`config.mk`:
```
export PLATFORM = sky130hd
export DESIGN_NAME = dual_mode_countdown_heater_ctrl_top
export DESIGN_NICKNAME = d
export VERILOG_FILES = /design/src/hw/rtl/dmchc_pkg.sv /design/src/hw/rtl/dual_mode_countdown_heater_ctrl_top.sv
export SDC_FILE = /design/constraint.sdc
export NUM_CORES = 1
export LEC_CHECK = 0
export BUFFER_PORTS_ARGS = -buffer_cell sky130_fd_sc_hd__buf_4
export CAP_MARGIN = 20
export CORE_MARGIN = 2
export CORE_UTILIZATION = 58
export CTS_CLUSTER_DIAMETER = 100
export DETAILED_ROUTE_END_ITERATION = 8
export GPL_ROUTABILITY_DRIVEN = 0
export GPL_TIMING_DRIVEN = 0
export PLACE_DENSITY = 0.76
export SLEW_MARGIN = 20
export SYNTH_ARGS = -nofsm -noshare
export SYNTH_HDL_FRONTEND = slang
export SYNTH_SLANG_ARGS = --single-unit
```
`constraint.sdc`:
```
create_clock -name clock -period 25 [get_ports clock]
set_clock_uncertainty 0.05 [all_clocks]
set_input_delay 3.75 -clock clock [delete_from_list [all_inputs] [get_ports clock]]
set_output_delay 3.75 -clock clock [all_outputs]
set_load 0.1 [all_outputs]
```
`src/hw/rtl/dmchc_pkg.sv`:
```
package dmchc_pkg;

   localparam int unsigned DUR_W     = 7;
   localparam int unsigned TPS_W     = 4;
   localparam int unsigned TEMP_W    = 10;
   localparam int unsigned SAMPLE_W  = 10;
   localparam int unsigned REQ_W     = 3;
   localparam int unsigned CSR_IDX_W = 3;
   localparam int unsigned CSR_DAT_W = 10;

   localparam logic [TEMP_W-1:0] TEMP_MAX = TEMP_W'(1000);

   localparam logic [DUR_W-1:0]  LONG_DUR_RST   = DUR_W'(60);
   localparam logic [DUR_W-1:0]  SHORT_DUR_RST  = DUR_W'(10);
   localparam logic [TPS_W-1:0]  TPS_RST        = TPS_W'(4);
   localparam logic [TEMP_W-1:0] HEAT_ON_RST    = TEMP_W'(600);
   localparam logic [TEMP_W-1:0] HEAT_OFF_RST   = TEMP_W'(800);

   typedef enum logic [REQ_W-1:0] {
      REQ_LONG_BTN   = 3'd0,
      REQ_SHORT_BTN  = 3'd1,
      REQ_SEC_TICK   = 3'd2,
      REQ_SHORT_TICK = 3'd3,
      REQ_POLL       = 3'd4
   } req_kind_type;

   typedef enum logic [CSR_IDX_W-1:0] {
      CSR_LONG_DUR  = 3'd0,
      CSR_SHORT_DUR = 3'd1,
      CSR_TPS       = 3'd2,
      CSR_HEAT_ON   = 3'd3,
      CSR_HEAT_OFF  = 3'd4
   } csr_index_type;

   // Scales a raw sample to tenths: sample * 1000 / 1023. The multiply by 1000 is
   // built from shifts, and the divide by 1023 uses the 2^10 - 1 identity with a
   // single remainder correction.
   function automatic logic [TEMP_W-1:0] scale_tenths(input logic [SAMPLE_W-1:0] sample);
      logic [20:0] prod;
      logic [20:0] est;
      logic signed [22:0] rem;
      logic [20:0] quo;
      prod = ({11'd0, sample} << 10) - ({11'd0, sample} << 4) - ({11'd0, sample} << 3);
      est  = (prod + (prod >> 10) + 21'd1) >> 10;
      rem  = $signed({2'b00, prod}) - $signed({2'b00, est << 10}) + $signed({2'b00, est});
      if (rem < 0) begin
         quo = est - 21'd1;
      end else if (rem >= 23'sd1023) begin
         quo = est + 21'd1;
      end else begin
         quo = est;
      end
      return quo[TEMP_W-1:0];
   endfunction

endpackage

```
`src/hw/rtl/dual_mode_countdown_heater_ctrl_top.sv`:
```
// Throughput: one word per cycle unless the output stalls; the input register
// holds the raw request, and the sample scaling and the timer and thermostat
// update sit between it and the state and response registers. Reset (synchronous,
// active high) restores the CSR and state registers to their defaults and empties
// the pipeline; no response word is pending after reset.
module dual_mode_countdown_heater_ctrl_top
   import dmchc_pkg::*;
(
   input  logic                 clock,
   input  logic                 reset,

   input  logic                 req_valid,
   output logic                 req_stall,
   input  logic [REQ_W-1:0]     req_type,
   input  logic                 req_long_button_level,
   input  logic                 req_short_button_level,
   input  logic [SAMPLE_W-1:0]  req_sensor_sample,

   output logic                 rsp_valid,
   input  logic                 rsp_stall,
   output logic [DUR_W-1:0]     rsp_seconds_left,
   output logic                 rsp_is_running,
   output logic                 rsp_in_long_mode,
   output logic                 rsp_heater_on,
   output logic [TEMP_W-1:0]    rsp_temp_tenths,

   input  logic                 csr_write_en,
   input  logic [CSR_IDX_W-1:0] csr_index,
   input  logic [CSR_DAT_W-1:0] csr_data
);

   logic [DUR_W-1:0]  long_dur_ff;
   logic [DUR_W-1:0]  short_dur_ff;
   logic [TPS_W-1:0]  tps_ff;
   logic [TEMP_W-1:0] heat_on_ff;
   logic [TEMP_W-1:0] heat_off_ff;

   logic                s1_valid_ff;
   logic [REQ_W-1:0]    s1_type_ff;
   logic                s1_long_lvl_ff;
   logic                s1_short_lvl_ff;
   logic [SAMPLE_W-1:0] s1_sample_ff;
   logic [TEMP_W-1:0]   s1_temp;

   logic              rsp_valid_ff;
   logic              rsp_valid_in;

   logic              mode_long_ff, mode_long_in;
   logic              run_ff, run_in;
   logic [DUR_W-1:0]  count_ff, count_in;
   logic [TPS_W-1:0]  prescale_ff, prescale_in;
   logic              long_latch_ff, long_latch_in;
   logic              short_latch_ff, short_latch_in;
   logic              heater_ff, heater_in;
   logic [TEMP_W-1:0] temp_ff, temp_in;

   logic              advance;
   logic              s1_fire;
   logic              req_fire;
   logic [TPS_W-1:0]  prescale_inc;
   logic [DUR_W-1:0]  count_dec;

   assign advance   = !rsp_valid_ff || !rsp_stall;
   assign s1_fire   = s1_valid_ff && advance;
   assign req_stall = s1_valid_ff && !advance;
   assign req_fire  = req_valid && !req_stall;

   always_ff @(posedge clock) begin
      if (reset) begin
         long_dur_ff  <= LONG_DUR_RST;
         short_dur_ff <= SHORT_DUR_RST;
         tps_ff       <= TPS_RST;
         heat_on_ff   <= HEAT_ON_RST;
         heat_off_ff  <= HEAT_OFF_RST;
      end else if (csr_write_en) begin
         unique case (csr_index)
            CSR_LONG_DUR:  long_dur_ff  <= csr_data[DUR_W-1:0];
            CSR_SHORT_DUR: short_dur_ff <= csr_data[DUR_W-1:0];
            CSR_TPS:       tps_ff       <= csr_data[TPS_W-1:0];
            CSR_HEAT_ON:   heat_on_ff   <= csr_data[TEMP_W-1:0];
            CSR_HEAT_OFF:  heat_off_ff  <= csr_data[TEMP_W-1:0];
            default: ;
         endcase
      end
   end

   always_ff @(posedge clock) begin
      if (reset) begin
         s1_valid_ff <= 1'b0;
      end else if (req_fire) begin
         s1_valid_ff <= 1'b1;
      end else if (advance) begin
         s1_valid_ff <= 1'b0;
      end
   end

   always_ff @(posedge clock) begin
      if (req_fire) begin
         s1_type_ff      <= req_type;
         s1_long_lvl_ff  <= req_long_button_level;
         s1_short_lvl_ff <= req_short_button_level;
         s1_sample_ff    <= req_sensor_sample;
      end
   end

   assign s1_temp      = scale_tenths(s1_sample_ff);
   assign prescale_inc = prescale_ff + TPS_W'(1);
   assign count_dec    = (count_ff != '0) ? count_ff - DUR_W'(1) : '0;

   always_comb begin
      mode_long_in   = mode_long_ff;
      run_in         = run_ff;
      count_in       = count_ff;
      prescale_in    = prescale_ff;
      long_latch_in  = long_latch_ff;
      short_latch_in = short_latch_ff;
      heater_in      = heater_ff;
      temp_in        = temp_ff;
      unique case (s1_type_ff)
         REQ_LONG_BTN: begin
            if (!long_latch_ff) begin
               long_latch_in = 1'b1;
               if (run_ff && mode_long_ff) begin
                  run_in = 1'b0;
               end else begin
                  mode_long_in = 1'b1;
                  count_in     = long_dur_ff;
                  run_in       = 1'b1;
                  prescale_in  = '0;
               end
            end
         end
         REQ_SHORT_BTN: begin
            if (!short_latch_ff) begin
               short_latch_in = 1'b1;
               if (run_ff && !mode_long_ff) begin
                  run_in = 1'b0;
               end else begin
                  mode_long_in = 1'b0;
                  count_in     = short_dur_ff;
                  run_in       = 1'b1;
                  prescale_in  = '0;
               end
            end
         end
         REQ_SEC_TICK: begin
            if (run_ff && mode_long_ff) begin
               count_in = count_dec;
               if (count_dec == '0) begin
                  run_in = 1'b0;
               end
            end
         end
         REQ_SHORT_TICK: begin
            if (run_ff && !mode_long_ff) begin
               if (prescale_inc >= tps_ff) begin
                  prescale_in = '0;
                  count_in    = count_dec;
                  if (count_dec == '0) begin
                     run_in = 1'b0;
                  end
               end else begin
                  prescale_in = prescale_inc;
               end
            end
         end
         REQ_POLL: begin
            if (!s1_long_lvl_ff) begin
               long_latch_in = 1'b0;
            end
            if (!s1_short_lvl_ff) begin
               short_latch_in = 1'b0;
            end
            if (run_ff) begin
               temp_in = s1_temp;
               priority if (s1_temp < heat_on_ff) begin
                  heater_in = 1'b1;
               end else if (s1_temp > heat_off_ff) begin
                  heater_in = 1'b0;
               end else begin
                  heater_in = heater_ff;
               end
            end
         end
         default: ;
      endcase
      if (!run_in) begin
         heater_in = 1'b0;
      end
   end

   always_ff @(posedge clock) begin
      if (reset) begin
         mode_long_ff   <= 1'b1;
         run_ff         <= 1'b0;
         count_ff       <= LONG_DUR_RST;
         prescale_ff    <= '0;
         long_latch_ff  <= 1'b0;
         short_latch_ff <= 1'b0;
         heater_ff      <= 1'b0;
         temp_ff        <= '0;
      end else if (s1_fire) begin
         mode_long_ff   <= mode_long_in;
         run_ff         <= run_in;
         count_ff       <= count_in;
         prescale_ff    <= prescale_in;
         long_latch_ff  <= long_latch_in;
         short_latch_ff <= short_latch_in;
         heater_ff      <= heater_in;
         temp_ff        <= temp_in;
      end
   end

   assign rsp_valid_in = s1_fire || (rsp_valid_ff && rsp_stall);

   always_ff @(posedge clock) begin
      if (reset) begin
         rsp_valid_ff <= 1'b0;
      end else begin
         rsp_valid_ff <= rsp_valid_in;
      end
   end

   assign rsp_valid        = rsp_valid_ff;
   assign rsp_seconds_left = count_ff;
   assign rsp_is_running   = run_ff;
   assign rsp_in_long_mode = mode_long_ff;
   assign rsp_heater_on    = heater_ff;
   assign rsp_temp_tenths  = temp_ff;

endmodule

```
==> flow_summary.json <==
{
  "timing.final.hold_violations": 0,
  "flow.area_growth_from_synthesis_pct": 12.7,
  "placementRows": 40,
  "cp_num_buf_inv": 5,
  "synth_enable_flop_cells": 15,
  "postCtsResizedCells": 0,
  "leakagePower_nw": 3.52,
  "setup.worst_path.start_class": "register",
  "outcome": "complete, no violations",
  "clock.fmax_mhz": 84.6,
  "finalInstanceArea_um2": 8220,
  "drt-initial-drc-count": 566,
  "grt_antenna_before_repair": 0,
  "ys_ff_latch": 81,
  "crit_path_top_delay_cell": "sky130_fd_sc_hd__a211oi_1",
  "crit_path_max_incr_delay_ns": 0.67,
  "area_leader_netlist": "sky130_fd_sc_hd__dfxtp_1",
  "holdCritPathClass": "register to register",
  "grt_setup_unrepaired": "false",
  "timing_max_transition_violations_final": 0,
  "synth_area_leaders": "sky130_fd_sc_hd__dfxtp_1, sky130_fd_sc_hd__ha_1, sky130_fd_sc_hd__edfxtp_1",
  "clock_tree_from_tritoncts": "done",
  "worst_pin_slew_ns": 1.07,
  "clock_sink_total": 81,
  "detail_route.vias_per_cell": 5.95,
  "cts.path.max_buffers": 2,
  "wire_length_of_the_first_global_routing_pass_um": 30400,
  "number_of_clock_buffers_inserted_by_tritoncts": 9,
  "cts_hold_buffers": 0,
  "die_area_um2": 13500,
  "dpl.hpwl_um": 14300,
  "path_clk_slew_ns": 0.06,
  "place.port_buffers": 54,
  "ys_async_sr_fraction_pct": 0,
  "layout_worst_path_cycle_share_pct": 47.3,
  "synth_fp_nets": 1025,
  "worst-endpoint-arrival_ns": 11.99,
  "ctsRootBufferMaster": "sky130_fd_sc_hd__clkbuf_16",
  "totalNegativeSetupSlack_ns": 0,
  "synth.lib_cells_used.distinct": 96,
  "final_layout_size_suffix_gt1_share_pct": 11.8,
  "design.portCount": 55,
  "grt_use_total_pct": 28.3,
  "synthesis.instances": 908,
  "initial_core_util_pct": 60.0,
  "grt_start_max_net_pins": 17,
  "routed_wire_length_per_instance_um": 15.9,
  "fp.dieH_um": 116,
  "dieWidth_um": 116,
  "syn-mean-instance-area_um2": 8.04,
  "grt_remaining_overflow": 0,
  "hold_ws_ns": 0.403,
  "place_area_um2": 7920,
  "post-route-min-period_ns": 11.82,
  "cap_viol_max_count": 0,
  "worstSetupEndpointType": "register",
  "most_common_cell_after_layout_fill_and_taps_aside": "sky130_fd_sc_hd__nand2_1",
  "dr_total_vias": 6813,
  "cp_common_cell": "sky130_fd_sc_hd__o21ai_0",
  "core_area_um2": 12200,
  "finalSetupViolCount": 0,
  "cts_htree_levels": 3,
  "syn_std_cell_area_um2": 7300,
  "max_slew_margin_pct": 28.4,
  "crit_required_ns": 25.18,
  "ys_warn_count": 0,
  "critical_path.top_delay_family": "compound AO/OA/AOI/OAI gates",
  "layout.cells.most_common_list": "sky130_fd_sc_hd__nand2_1, sky130_fd_sc_hd__ha_1, sky130_fd_sc_hd__a21oi_1",
  "power-per-cell-area_nw_per_um2": 82.4,
  "ir_drop_uv": 55.3,
  "synth.yosys.seq_area_share_pct": 24.3,
  "critPathKind": "register to register",
  "netlist.area_leader.share_pct": 18.1,
  "clk-insertion-delay-late_ns": 0.35,
  "drc": 0,
  "crit_path_max_fanout": 10,
  "layout.nets": 1090,
  "detail_route.wirelength_um": 18200,
  "drt_pass1_iterations": 6,
  "synth_ff_type": "sky130_fd_sc_hd__dfxtp_1",
  "antennaDiodeCount": 0,
  "vias_in_the_first_global_route": 6266,
  "cts_post_setup_buffers_inserted": 0,
  "detail-route-antenna-nets": 0
}
[cell families after synthesis]
kind of cell               share of synthesized area, %
and+or+nand+nor                                    23.2
xor gates and xnor gates                           6.17
buffers and inverters                              5.74
adders and majority gates                          14.8
AOI/OAI and AO/OA                                  23.7
muxes                                              2.11
DFF                                                24.3
[per-stage QoR]
stage | util, % | worst slack (ns) | power (W) | std cells
final | 67.6 | 13.18 | 0.000677 | 1146
after global routing | 67.6 | 12.26 | 0.000735 | 1146
after CTS | 67.6 | 13.41 | 0.000675 | 1146
after detailed placement | 65.1 | 13.48 | 0.000534 | 1130
after global placement | 65.1 | 13.64 | 0.000527 | 1130
after floorplan | - | 15.28 | 0.000448 | 908
[synth_stat cells, types with 9 or more instances]
master and instances:
sky130_fd_sc_hd__xnor2_1 27, sky130_fd_sc_hd__and2_1 9, sky130_fd_sc_hd__a31oi_1 9, sky130_fd_sc_hd__a21o_1 12
sky130_fd_sc_hd__nand2b_1 12, sky130_fd_sc_hd__a21oi_1 71, sky130_fd_sc_hd__o211ai_1 17, sky130_fd_sc_hd__o21ai_0 32
sky130_fd_sc_hd__inv_1 69, sky130_fd_sc_hd__edfxtp_1 15, sky130_fd_sc_hd__nand4_1 10, sky130_fd_sc_hd__and3_1 19
sky130_fd_sc_hd__nand2_1 115, sky130_fd_sc_hd__a211oi_1 11, sky130_fd_sc_hd__nor2_1 52, sky130_fd_sc_hd__xor2_1 13
sky130_fd_sc_hd__clkbuf_1 23, sky130_fd_sc_hd__nand3_1 29, sky130_fd_sc_hd__ha_1 80, sky130_fd_sc_hd__mux2i_1 12
sky130_fd_sc_hd__nor2b_1 14, sky130_fd_sc_hd__nor3_1 21, sky130_fd_sc_hd__dfxtp_1 66
[where the power goes]
group	total (W)	internal, W	switching [W]
combinational	0.000400	0.000157	0.000243
clock	0.000137	0.0000792	0.0000579
sequential	0.000141	0.000137	0.00000342
total	0.000677	0.000373	0.000304
[cell type report]
cell class	instances	area (um^2)
flip-flops and latches	81	1770
fillers	1070	3940
clock buffers	9	225
multi-input cells	722	5110
inverters	70	265
plain buffers	35	154
well taps	168	210
clock inverters	7	81.3
repair buffers	54	405
[final timing paths]
| kind | from | endpoint | slack [ns] | cells past startpoint |
|---|---|---|---|---|
| worst max register to register | s1_sample_ff[7] | rsp_heater_on | 13.18 | 47 |
| worst min-delay path | rsp_temp_tenths[3] | rsp_temp_tenths[3] | 0.40 | 2 |
| worst max-delay path | s1_sample_ff[7] | rsp_heater_on | 13.18 | 47 |
| worst min register to register | rsp_temp_tenths[3] | rsp_temp_tenths[3] | 0.40 | 2 |
[per-layer routing]
layer  share of wire (%)  global-route usage, %
met1                  48                   41.1
met2                  43                   43.3
met3                 6.7                   5.81
met4                 1.6                   6.59
met5                   0                      0
[worst register-to-register path: cells and delay by family, from the launching register on]
kind | cells | cell delay [ns]
AO/OA/AOI/OAI | 23 | 5.57
adder cells (fa/ha/maj) | 6 | 2.37
AND/OR/NAND/NOR | 12 | 1.75
buffers and inverters | 5 | 1.22
flip-flops | 1 | 0.49
XOR/XNOR | 1 | 0.26
[registers in the layout, summed over array words and instances, names as in the netlist, 3 cells and up]
name	cells
long_dur_ff	7
rsp_seconds_left	7
heat_on_ff	10
s1_sample_ff	10
tps_ff	4
rsp_temp_tenths	10
short_dur_ff	7
s1_type_ff	3
heat_off_ff	10
prescale_ff	4
Note: power is estimated with default switching activity, not from simulation.
